[config.mk]
export PLATFORM = sky130hd
export DESIGN_NAME = indexed_list_insert_delete
export DESIGN_NICKNAME = d
export VERILOG_FILES = /design/src/design/ilid_pkg.sv /design/src/design/indexed_list_insert_delete.sv /design/src/design/ilid_dpath.sv /design/src/design/ilid_ctrl.sv
export SDC_FILE = /design/constraint.sdc
export NUM_CORES = 2
export LEC_CHECK = 0
export ABC_CLOCK_PERIOD_IN_PS = 4680
export BUFFER_PORTS_ARGS = -buffer_cell sky130_fd_sc_hd__buf_2
export CAP_MARGIN = 20
export CORE_MARGIN = 10
export CORE_UTILIZATION = 59
export CTS_BUF_LIST = sky130_fd_sc_hd__clkbuf_8
export DETAILED_ROUTE_END_ITERATION = 8
export PLACE_DENSITY_LB_ADDON = 0.12
export SLEW_MARGIN = 20
export SYNTH_ARGS = -nofsm -noshare
export SYNTH_HDL_FRONTEND = slang
export SYNTH_SLANG_ARGS = --single-unit
[constraint.sdc]
create_clock -name clk_i -period 4.68 [get_ports clk_i]
set_input_delay 0.702 -clock clk_i [delete_from_list [all_inputs] [get_ports clk_i]]
set_output_delay 0.702 -clock clk_i [all_outputs]
set_load 0.01 [all_outputs]
[src/design/ilid_pkg.sv]
package ilid_pkg;

  localparam int unsigned DEPTH     = 32;
  localparam int unsigned WORD_BITS = 32;
  localparam int unsigned CNT_W     = $clog2(DEPTH + 1);
  localparam int unsigned ADDR_W    = $clog2(DEPTH);

  typedef logic [WORD_BITS-1:0] word_t;
  typedef logic [CNT_W-1:0]     cnt_t;
  typedef logic [ADDR_W-1:0]    addr_t;

  typedef enum logic [2:0] {
    CMD_INS_FRONT = 3'd0,
    CMD_INS_END   = 3'd1,
    CMD_INS_AT    = 3'd2,
    CMD_DEL_FRONT = 3'd3,
    CMD_DEL_END   = 3'd4,
    CMD_DEL_AT    = 3'd5
  } cmd_e;

  typedef enum logic [1:0] {
    ST_DONE      = 2'd0,
    ST_FULL      = 2'd1,
    ST_EMPTY     = 2'd2,
    ST_BAD_INDEX = 2'd3
  } status_e;

  typedef enum logic [1:0] {
    RD_PREV = 2'd0,
    RD_NEXT = 2'd1,
    RD_CUR  = 2'd2
  } rd_sel_e;

  typedef enum logic {
    WR_SHIFT = 1'b0,
    WR_VALUE = 1'b1
  } wr_sel_e;

  // controller -> datapath
  typedef struct packed {
    logic    ld;
    cnt_t    at;
    status_e status;
    logic    ptr_ld;
    cnt_t    ptr_val;
    logic    ptr_inc;
    logic    ptr_dec;
    logic    rd_en;
    rd_sel_e rd_sel;
    logic    wr_en;
    wr_sel_e wr_sel;
    logic    cnt_inc;
    logic    cnt_dec;
    logic    out_ld;
  } ctrl_t;

  // datapath -> controller
  typedef struct packed {
    cnt_t cnt;
    logic ptr_gt_at;
    logic more_below;
    logic last;
    logic empty;
  } stat_t;

endpackage

[src/design/indexed_list_insert_delete.sv]
// Ordered list of up to 32 signed words with insert and delete at the front, the end or
// a given index. Each input item is one command; the block then streams the whole list
// out, one result item per entry in order, tlast on the final one, or a single blank
// result (element_valid low) when the list is empty. A full insert, an empty delete or
// an index out of range leaves the list alone and reports the rejection in status on
// every result item of that command; command codes 6 and 7 change nothing. One command
// is handled at a time: each move of an entry is a read then a write through the list
// memory, after the admission step and before the final insert write or the count
// update; readout then takes a memory read, an output load and an output hold for each
// result, and the output is held while m_axis_tready is low. The list memory is not
// cleared at reset; only the entry count, the pointer and the target index are, and
// nothing beyond the count is ever read out.
module indexed_list_insert_delete
  import ilid_pkg::*;
(
  input  logic        clk_i,
  input  logic        rst_ni,
  input  logic        s_axis_tvalid_i,
  output logic        s_axis_tready_o,
  input  logic [39:0] s_axis_tdata_i,  // value[31:0], index[37:32], zero pad
  input  logic [2:0]  s_axis_tuser_i,  // command[2:0]
  output logic        m_axis_tvalid_o,
  input  logic        m_axis_tready_i,
  output logic [47:0] m_axis_tdata_o,  // status[1:0], count_after[7:2], position[12:8],
                                       // element[44:13], zero pad
  output logic        m_axis_tuser_o,  // element_valid[0]
  output logic        m_axis_tlast_o
);

  ctrl_t ctrl;
  stat_t stat;

  logic [1:0]         status;
  logic [5:0]         count_after;
  logic [4:0]         position;
  logic signed [31:0] element;
  logic               element_valid;

  // sequencing: admission, shift loops and readout
  ilid_ctrl u_ctrl (
    .clk_i     (clk_i),
    .rst_ni    (rst_ni),
    .s_valid_i (s_axis_tvalid_i),
    .cmd_i     (s_axis_tuser_i),
    .index_i   (s_axis_tdata_i[37:32]),
    .s_ready_o (s_axis_tready_o),
    .m_valid_o (m_axis_tvalid_o),
    .m_ready_i (m_axis_tready_i),
    .stat_i    (stat),
    .ctrl_o    (ctrl)
  );

  // list memory, count, pointer and result register
  ilid_dpath u_dpath (
    .clk_i           (clk_i),
    .rst_ni          (rst_ni),
    .ctrl_i          (ctrl),
    .value_i         (signed'(s_axis_tdata_i[31:0])),
    .stat_o          (stat),
    .status_o        (status),
    .count_after_o   (count_after),
    .position_o      (position),
    .element_o       (element),
    .element_valid_o (element_valid),
    .last_o          (m_axis_tlast_o)
  );

  assign m_axis_tdata_o = {3'b000, element, position, count_after, status};
  assign m_axis_tuser_o = element_valid;

endmodule

[src/design/ilid_dpath.sv]
module ilid_dpath
  import ilid_pkg::*;
(
  input  logic               clk_i,
  input  logic               rst_ni,
  input  ctrl_t              ctrl_i,
  input  logic signed [31:0] value_i,
  output stat_t              stat_o,
  output logic [1:0]         status_o,
  output logic [5:0]         count_after_o,
  output logic [4:0]         position_o,
  output logic signed [31:0] element_o,
  output logic               element_valid_o,
  output logic               last_o
);

  word_t mem_q [DEPTH];
  word_t rdata_q;
  word_t val_q;
  cnt_t  cnt_q, cnt_d;
  cnt_t  ptr_q, ptr_d;
  cnt_t  at_q;
  addr_t rd_addr, wr_addr;
  word_t wr_data;
  logic [CNT_W:0] ptr_nxt;

  logic [1:0]         status_q;
  logic [5:0]         count_q;
  logic [4:0]         position_q;
  logic signed [31:0] element_q;
  logic               element_valid_q;
  logic               last_q;

  assign ptr_nxt = {1'b0, ptr_q} + 1'b1;

  always_comb begin
    case (ctrl_i.rd_sel)
      RD_PREV: rd_addr = addr_t'(ptr_q - 1'b1);
      RD_NEXT: rd_addr = addr_t'(ptr_nxt);
      RD_CUR:  rd_addr = addr_t'(ptr_q);
      default: rd_addr = addr_t'(ptr_q);
    endcase
  end

  assign wr_addr = addr_t'(ptr_q);
  assign wr_data = (ctrl_i.wr_sel == WR_VALUE) ? val_q : rdata_q;

  always_ff @(posedge clk_i) begin
    if (ctrl_i.wr_en) begin
      mem_q[wr_addr] <= wr_data;
    end
    if (ctrl_i.rd_en) begin
      rdata_q <= mem_q[rd_addr];
    end
  end

  always_comb begin
    ptr_d = ptr_q;
    if (ctrl_i.ptr_ld) begin
      ptr_d = ctrl_i.ptr_val;
    end else if (ctrl_i.ptr_inc) begin
      ptr_d = ptr_q + 1'b1;
    end else if (ctrl_i.ptr_dec) begin
      ptr_d = ptr_q - 1'b1;
    end
    cnt_d = cnt_q;
    if (ctrl_i.cnt_inc) begin
      cnt_d = cnt_q + 1'b1;
    end else if (ctrl_i.cnt_dec) begin
      cnt_d = cnt_q - 1'b1;
    end
  end

  always_ff @(posedge clk_i or negedge rst_ni) begin
    if (!rst_ni) begin
      cnt_q <= '0;
      ptr_q <= '0;
      at_q  <= '0;
    end else begin
      cnt_q <= cnt_d;
      ptr_q <= ptr_d;
      if (ctrl_i.ld) begin
        at_q <= ctrl_i.at;
      end
    end
  end

  always_ff @(posedge clk_i) begin
    if (ctrl_i.ld) begin
      val_q <= word_t'(value_i);
    end
  end

  // result register; an empty list gives one blank result
  always_ff @(posedge clk_i) begin
    if (ctrl_i.out_ld) begin
      status_q        <= ctrl_i.status;
      count_q         <= 6'(cnt_q);
      element_valid_q <= stat_o.empty ? 1'b0 : 1'b1;
      last_q          <= stat_o.empty | stat_o.last;
      position_q      <= stat_o.empty ? 5'd0 : 5'(ptr_q);
      element_q       <= stat_o.empty ? 32'sd0 : 32'(signed'(rdata_q));
    end
  end

  assign stat_o.cnt        = cnt_q;
  assign stat_o.ptr_gt_at  = (ptr_q > at_q);
  assign stat_o.more_below = (ptr_nxt < {1'b0, cnt_q});
  assign stat_o.last       = (ptr_nxt == {1'b0, cnt_q});
  assign stat_o.empty      = (cnt_q == '0);

  assign status_o        = status_q;
  assign count_after_o   = count_q;
  assign position_o      = position_q;
  assign element_o       = element_q;
  assign element_valid_o = element_valid_q;
  assign last_o          = last_q;

  a_no_overflow: assert property (@(posedge clk_i) disable iff (!rst_ni)
    ctrl_i.cnt_inc |-> (cnt_q < CNT_W'(DEPTH)))
    else $error("insert on full list");

  a_no_underflow: assert property (@(posedge clk_i) disable iff (!rst_ni)
    ctrl_i.cnt_dec |-> (cnt_q != '0))
    else $error("delete on empty list");

  a_wr_in_range: assert property (@(posedge clk_i) disable iff (!rst_ni)
    ctrl_i.wr_en |-> (ptr_q < CNT_W'(DEPTH)) && (ptr_q <= cnt_q))
    else $error("write beyond list end");

endmodule

[src/design/ilid_ctrl.sv]
module ilid_ctrl
  import ilid_pkg::*;
(
  input  logic       clk_i,
  input  logic       rst_ni,
  input  logic       s_valid_i,
  input  logic [2:0] cmd_i,
  input  logic [5:0] index_i,
  output logic       s_ready_o,
  output logic       m_valid_o,
  input  logic       m_ready_i,
  input  stat_t      stat_i,
  output ctrl_t      ctrl_o
);

  typedef enum logic [7:0] {
    S_IDLE = 8'b0000_0001,
    S_ISH  = 8'b0000_0010,
    S_IWR  = 8'b0000_0100,
    S_DSH  = 8'b0000_1000,
    S_DWR  = 8'b0001_0000,
    S_RD   = 8'b0010_0000,
    S_LD   = 8'b0100_0000,
    S_OUT  = 8'b1000_0000
  } state_e;

  state_e  state_q, state_d;
  status_e status_q, status_d;
  status_e chk;
  cnt_t    at;
  logic    is_ins, is_del;

  // admission check and target position
  always_comb begin
    is_ins = 1'b0;
    is_del = 1'b0;
    chk    = ST_DONE;
    at     = '0;
    case (cmd_i)
      CMD_INS_FRONT, CMD_INS_END, CMD_INS_AT: begin
        is_ins = 1'b1;
        if (cmd_i == CMD_INS_END) at = stat_i.cnt;
        if (cmd_i == CMD_INS_AT)  at = cnt_t'(index_i);
        if (stat_i.cnt >= CNT_W'(DEPTH)) begin
          chk = ST_FULL;
        end else if (cmd_i == CMD_INS_AT && index_i > stat_i.cnt) begin
          chk = ST_BAD_INDEX;
        end
      end
      CMD_DEL_FRONT, CMD_DEL_END, CMD_DEL_AT: begin
        is_del = 1'b1;
        if (cmd_i == CMD_DEL_END) at = stat_i.cnt - 1'b1;
        if (cmd_i == CMD_DEL_AT)  at = cnt_t'(index_i);
        if (stat_i.empty) begin
          chk = ST_EMPTY;
        end else if (cmd_i == CMD_DEL_AT && index_i >= stat_i.cnt) begin
          chk = ST_BAD_INDEX;
        end
      end
      default: ;
    endcase
  end

  assign s_ready_o = (state_q == S_IDLE);
  assign m_valid_o = (state_q == S_OUT);

  always_comb begin
    state_d  = state_q;
    status_d = status_q;
    ctrl_o   = '0;
    ctrl_o.status = status_q;
    ctrl_o.at     = at;
    case (state_q)
      S_IDLE: begin
        if (s_valid_i) begin
          ctrl_o.ld     = 1'b1;
          ctrl_o.ptr_ld = 1'b1;
          status_d      = chk;
          if (chk == ST_DONE && is_ins) begin
            ctrl_o.ptr_val = stat_i.cnt;
            state_d        = S_ISH;
          end else if (chk == ST_DONE && is_del) begin
            ctrl_o.ptr_val = at;
            state_d        = S_DSH;
          end else begin
            state_d = S_RD;
          end
        end
      end
      S_ISH: begin
        if (stat_i.ptr_gt_at) begin
          ctrl_o.rd_en  = 1'b1;
          ctrl_o.rd_sel = RD_PREV;
          state_d       = S_IWR;
        end else begin
          ctrl_o.wr_en   = 1'b1;
          ctrl_o.wr_sel  = WR_VALUE;
          ctrl_o.cnt_inc = 1'b1;
          ctrl_o.ptr_ld  = 1'b1;
          state_d        = S_RD;
        end
      end
      S_IWR: begin
        ctrl_o.wr_en   = 1'b1;
        ctrl_o.wr_sel  = WR_SHIFT;
        ctrl_o.ptr_dec = 1'b1;
        state_d        = S_ISH;
      end
      S_DSH: begin
        if (stat_i.more_below) begin
          ctrl_o.rd_en  = 1'b1;
          ctrl_o.rd_sel = RD_NEXT;
          state_d       = S_DWR;
        end else begin
          ctrl_o.cnt_dec = 1'b1;
          ctrl_o.ptr_ld  = 1'b1;
          state_d        = S_RD;
        end
      end
      S_DWR: begin
        ctrl_o.wr_en   = 1'b1;
        ctrl_o.wr_sel  = WR_SHIFT;
        ctrl_o.ptr_inc = 1'b1;
        state_d        = S_DSH;
      end
      S_RD: begin
        if (stat_i.empty) begin
          ctrl_o.out_ld = 1'b1;
          state_d       = S_OUT;
        end else begin
          ctrl_o.rd_en  = 1'b1;
          ctrl_o.rd_sel = RD_CUR;
          state_d       = S_LD;
        end
      end
      S_LD: begin
        ctrl_o.out_ld = 1'b1;
        state_d       = S_OUT;
      end
      S_OUT: begin
        if (m_ready_i) begin
          if (stat_i.empty || stat_i.last) begin
            state_d = S_IDLE;
          end else begin
            ctrl_o.ptr_inc = 1'b1;
            state_d        = S_RD;
          end
        end
      end
      default: state_d = S_IDLE;
    endcase
  end

  always_ff @(posedge clk_i or negedge rst_ni) begin
    if (!rst_ni) begin
      state_q  <= S_IDLE;
      status_q <= ST_DONE;
    end else begin
      state_q  <= state_d;
      status_q <= status_d;
    end
  end

endmodule
# == Word level (Yosys, flattened, before mapping) ==
# Memories as Yosys holds them, arrays and structs flattened. A register that Yosys moved wholly into a read port is not among the register bits.
# Index checks and enable logic that the tools add are counted.
# word_totals
ff_bits,107
inputBits,47
elab_cells,111
memories,1
ramBits,1024
# mem_list
name,words,width,rd,rd_clocked_by_memory_dff,wr,line_no,text
u_dpath.mem_q,32,32,1,1,1,ilid_dpath.sv:17,word_t mem_q [DEPTH];
# op_classes
eq_ne,17
muxes,54
add_sub_neg,5
reduce_logical,16
order_cmp,5
bitwise_logic,1
# op_table
cell,count
6-bit 2-to-1 mux,17
8-bit case mux with 8 select lines,1
32-bit 2-to-1 mux,1
8-bit 2-to-1 mux,3
1-bit 2-to-1 mux,15
6-bit by 1-bit adder with 6-bit output (second input constant),2
6-bit greater-than comparator,2
3-bit 2-to-1 mux,4
6-bit case mux with 2 select lines,1
6-bit by 1-bit subtractor with 6-bit output (second input constant),2
5-bit case mux with 2 select lines,1
3-bit case mux with 3 select lines,1
8-bit by 1-bit equality test with 1-bit output (second input constant),1
8-bit by 2-bit equality test with 1-bit output (second input constant),1
8-bit by 3-bit equality test with 1-bit output (second input constant),1
8-bit by 4-bit equality test with 1-bit output (second input constant),1
8-bit by 5-bit equality test with 1-bit output (second input constant),1
8-bit by 6-bit equality test with 1-bit output (second input constant),1
8-bit by 7-bit equality test with 1-bit output (second input constant),1
8-bit equality test (second input constant),1
2-bit 2-to-1 mux,4
2-bit case mux with 2 select lines,2
6-bit by 1-bit adder with 7-bit output (second input constant),1
7-bit by 6-bit equality test with 1-bit output,1
23 further kinds,32

# == Depth between registers and ports, before layout ==
# logic_depth
depth_word,12
depth_mapped,19
ltp_nobuf,12

# == By module ==
# Synthesis repeated with hierarchy kept, for this count alone.
# hier_totals
hier_cells,3205
hier_area_um2,49821.5
# by_module_without_submodules
mod,area_each_um2,instances,cells_each
ilid_dpath,48504.0,1,3026
ilid_ctrl,1291.2,1,175
indexed_list_insert_delete,26.3,1,4

# == Worst setup path before layout ==
# Ideal clock, no wire load.
# synth_path
path_type,reg-to-reg
from,register u_dpath.cnt_q[0]
to,"register u_dpath.count_q[0], in the netlist u_dpath.count_after_o[0], enable pin"
t_arrival_ns,4.004
setup_ns,0.468
path_slack_ns,0.208
path_stages_with_launch,8
cell_sequence,dfrtp_1 clkbuf_1 inv_1 ha_1 or4b_4 nor2_1 nand3b_1 a21oi_1
# synth_rtl
element,line_no,text
start: declaration,ilid_dpath.sv:20,"cnt_t cnt_q, cnt_d;"
start signal: assignment,ilid_dpath.sv:80,cnt_q <= cnt_d;
end signal: assignment,ilid_dpath.sv:98,count_q <= 6'(cnt_q);
end: declaration,ilid_dpath.sv:28,logic [5:0] count_q;

# == Final worst setup path ==
# layout_path
from,register u_dpath.ptr_q[0]
to,"register u_dpath.rdata_q[5] (read register of u_dpath.mem_q), data pin"
# layout_via
elab_chain_cells,6
# layout_rtl
element,line_no,text
start: declaration,ilid_dpath.sv:21,"cnt_t ptr_q, ptr_d;"
start signal: assignment,ilid_dpath.sv:81,ptr_q <= ptr_d;
6-bit by 1-bit adder with 7-bit output,ilid_dpath.sv:34,"assign ptr_nxt = {1'b0, ptr_q} + 1'b1;"
7-bit by 6-bit < comparator with 1-bit output,ilid_dpath.sv:108,"assign stat_o.more_below = (ptr_nxt < {1'b0, cnt_q});"
3-bit 2-to-1 mux,ilid_ctrl.sv:110,if (stat_i.more_below) begin
3-bit case mux with 3 select lines,ilid_ctrl.sv:73,case (state_q)
2-bit by 1-bit equality test with 1-bit output / 2-bit logical NOT (equally long branches),ilid_dpath.sv:37,case (ctrl_i.rd_sel)
5-bit case mux with 2 select lines,ilid_dpath.sv:37,
end: declaration,ilid_dpath.sv:18,word_t rdata_q;
# Parallel ways exist; a longest one is shown, timed or not.
# A chain may end at the register's enable or synchronous reset.

==> flow_summary.json <==
{
  "ys_types": 72,
  "worstHoldPathCells": 1,
  "ant_nets": 0,
  "combPwrFrac_pct": 42.4,
  "tns_ns": 0,
  "grt_pass1_vias": 25070,
  "synth_edf_count": 1135,
  "multi_input_area_mm2": 0.01165,
  "cts_buffer_depth": 3,
  "grt_max_degree": 77,
  "cp_slowest_cell": "nor2_4",
  "worstReg2RegEnd": "u_dpath.rdata_q[5]",
  "post-place-ws_ns": 0.2466,
  "cap_violations": 0,
  "cts_tree": "done",
  "internal_power_uw": 22460,
  "p_sw_uw": 12570,
  "p_seq_share_pct": 36.7,
  "reg2reg_depth": 12,
  "dieArea_mm2": 0.09139,
  "cts-root-buf": "clkbuf_8",
  "yosys-top-cells-area": "edfxtp_1, mux2i_1, mux4_2",
  "wire_per_inst_um": 27.21,
  "start_util_pct": 59.52,
  "clk_latency_ns": 0.83,
  "finalHoldViolCount": 0,
  "rsz0062_at_grt": "no",
  "crit_type": "reg2reg",
  "cp_common_cell": "ha_1",
  "die_h_um": 302.3,
  "setup_slack_ns": 0.2085,
  "path_depth": 12,
  "cts_buffers": 178,
  "synthArstFlopShare_pct": 2.408,
  "vdd_drop_max_mv": 0.6120,
  "ios": 99,
  "synth_ff_type": "edfxtp_1",
  "crit_path_start_kind": "register",
  "cp_top_family": "simple AND/OR/NAND/NOR gates",
  "skew_ns": 0.03649,
  "p_clk_share_pct": 20.9,
  "path_max_fanout": 23,
  "end_kind": "register",
  "synth_top_area_share_pct": 72.48,
  "power_density_mw_per_mm2": 665.4,
  "period_share_pct": 95.54,
  "rrSetupSlack_ns": 0.21,
  "regArea_mm2": 0.03478,
  "drc_errors": 0,
  "area_growth_pct": 11.96,
  "die_x_um": 302.3,
  "fin_nets": 2853,
  "grt_overflow": 0,
  "core-area_mm2": 0.07900,
  "antenna_found_initial": 2,
  "relSlewSlack_pct": 32.63,
  "syn_area_mm2": 0.04702,
  "fp-row-count": 103,
  "min_period_ns": 4.471,
  "synthCells": 2520,
  "most-common-layout-cells": "edfxtp_1, mux2i_1, clkbuf_8",
  "ys.warnings.count": 0,
  "switching_share_pct": 35.87,
  "min_path_type": "in2reg",
  "fmax_ghz": 0.2236,
  "syn_avg_cell_area_um2": 18.66,
  "h-tree-depth": 4,
  "hold_path_startpoint": "s_axis_tdata_i[18]",
  "hold_path_end": "u_dpath.val_q[18]",
  "clock_sinks": 1163,
  "yosys.area.top_type": "edfxtp_1",
  "wl_um": 107700,
  "leakagePower_uw": 0.01824,
  "synth-seq-area-share_pct": 73.98,
  "path_buf_inv": 1,
  "arrival_ns": 5.14,
  "cp.required_ns": 5.35,
  "gp_congestion": 0.8151,
  "r2r-start": "u_dpath.ptr_q[0]",
  "worstMarginPinSlew_ns": 1.008,
  "setup_viol": 0,
  "slowest_delay_ns": 0.84,
  "viasPerCell": 6.210,
  "dr.first_iter.drc_count": 2506,
  "n_fill_cell": 5237,
  "dr.pass1.iters": 7,
  "path_cells": "ha_1, nand3_1, xnor2_1, ha_1, a21o_1, a21oi_1, and3_1, mux2i_1, a21boi_1, nor2_4, buf_4, o31a_1",
  "synth.ff_latch_count": 1163,
  "via_count": 24590,
  "status": "complete, no violations",
  "io_buffers": 93,
  "grtUsageTotal_pct": 23.75,
  "drive_above_1_share_pct": 23.07,
  "grt_pass1_wl_um": 159700,
  "final_max_slew_viol_count": 0,
  "clkSlewWorstSetupHoldPaths_ns": 0.06,
  "layout_commonest_cell": "edfxtp_1",
  "dp_hpwl_um": 61700
}
-- cells in the mapped netlist (all sizes together) (6+ instances only) --
master and number:
mux2i 354, o21ai 31, mux2 64, nand3b 6
nor3 13, clkbuf 43, buf 101, o211ai 36
nand2b 10, nand2 68, and3 6, nor2b 71
a32oi 34, xor2 6, a211oi 35, o31a 33
nand4 6, dfrtp 27, xnor2 11, ha 25
edfxtp 1135, a22oi 7, mux4 128, nor2 124
inv 23, a21oi 22, a211o 33, nand3 7
-- repair_timing --
item                                   CTS  global route
hold buffers                             2             0
endpoints found under the hold margin   28             0
buffers inserted                         0             3
resized for setup                        0             0
setup endpoints to repair                0             1
-- metrics by stage --
step           instances  utilization [%]  instance area (µm²)  hold WS [ns]  power, µW
2_1_floorplan       2522                -                47030        0.4064      23480
3_3_place_gp        3646            62.71                49540        0.4405      27580
3_5_place_dp        3646            62.71                49540        0.4393      27810
4_1_cts             3955            66.58                52600      0.002619      35140
5_1_grt             3959            66.64                52650       0.02573      36790
6_report            3959            66.64                52650       0.06343      35030
-- logic make-up after synthesis --
| kind of cell | after synthesis | synth area share [%] |
|---|---|---|
| AO/OA/AOI/OAI | 261 | 4.231 |
| XOR/XNOR | 17 | 0.3486 |
| adder cells (fa/ha/maj) | 25 | 0.6652 |
| buffers and inverters | 167 | 1.985 |
| flip-flops | 1163 | 73.98 |
| multiplexers | 546 | 15.20 |
| other | 1 | 0.007975 |
| AND/OR/NAND/NOR | 340 | 3.587 |
-- state kept, by name, summed over array words and instances, names as in the netlist, 2 cells and up --
name,cells
u_dpath.mem_q,1024
u_dpath.element_o,32
u_dpath.rdata_q,32
u_dpath.val_q,32
u_ctrl.state_q,8
u_dpath.at_q,6
u_dpath.cnt_q,6
u_dpath.count_after_o,6
u_dpath.ptr_q,6
u_dpath.position_o,5
u_ctrl.status_q,2
u_dpath.status_o,2
-- layer usage --
| metal | routed length [µm] | GRT usage (%) |
|---|---|---|
| met5 | 0 | 0 |
| met4 | 2478 | 8.005 |
| met3 | 8585 | 5.247 |
| met2 | 52420 | 37.76 |
| met1 | 44250 | 32.53 |
-- worst max-delay path by stage --
stage	start	endpoint	slack [ns]
floorplan	u_dpath.cnt_q[0]	u_dpath.count_after_o[0]	0.21
global placement	u_dpath.ptr_q[0]	u_dpath.rdata_q[24]	0.37
detailed placement	u_dpath.ptr_q[0]	u_dpath.rdata_q[17]	0.25
CTS	u_dpath.ptr_q[0]	u_dpath.rdata_q[31]	0.21
global route	u_dpath.ptr_q[0]	u_dpath.rdata_q[31]	0.01
finish	u_dpath.ptr_q[0]	u_dpath.rdata_q[5]	0.21
-- power groups by stage --
stage / sequential (µW) / combinational [µW] / clock (µW)
2_1_floorplan: 13000 / 10500 / 0
3_3_place_gp: 13100 / 14500 / 0
3_5_place_dp: 13100 / 14800 / 0
4_1_cts: 12900 / 14800 / 7470
5_1_grt: 12900 / 16000 / 7950
6_report: 12900 / 14900 / 7310
-- cell type report --
| class | count | share of cell area (%) |
|---|---|---|
| antenna | 1 | 0.004753 |
| clock buffer | 178 | 4.653 |
| clock inverter | 129 | 1.107 |
| inverter | 23 | 0.1640 |
| multi-input combinational | 1192 | 22.14 |
| sequential | 1163 | 66.07 |
| tap | 1050 | 2.495 |
| timing repair buffer | 223 | 3.365 |
(Power assumes the default switching activity.)
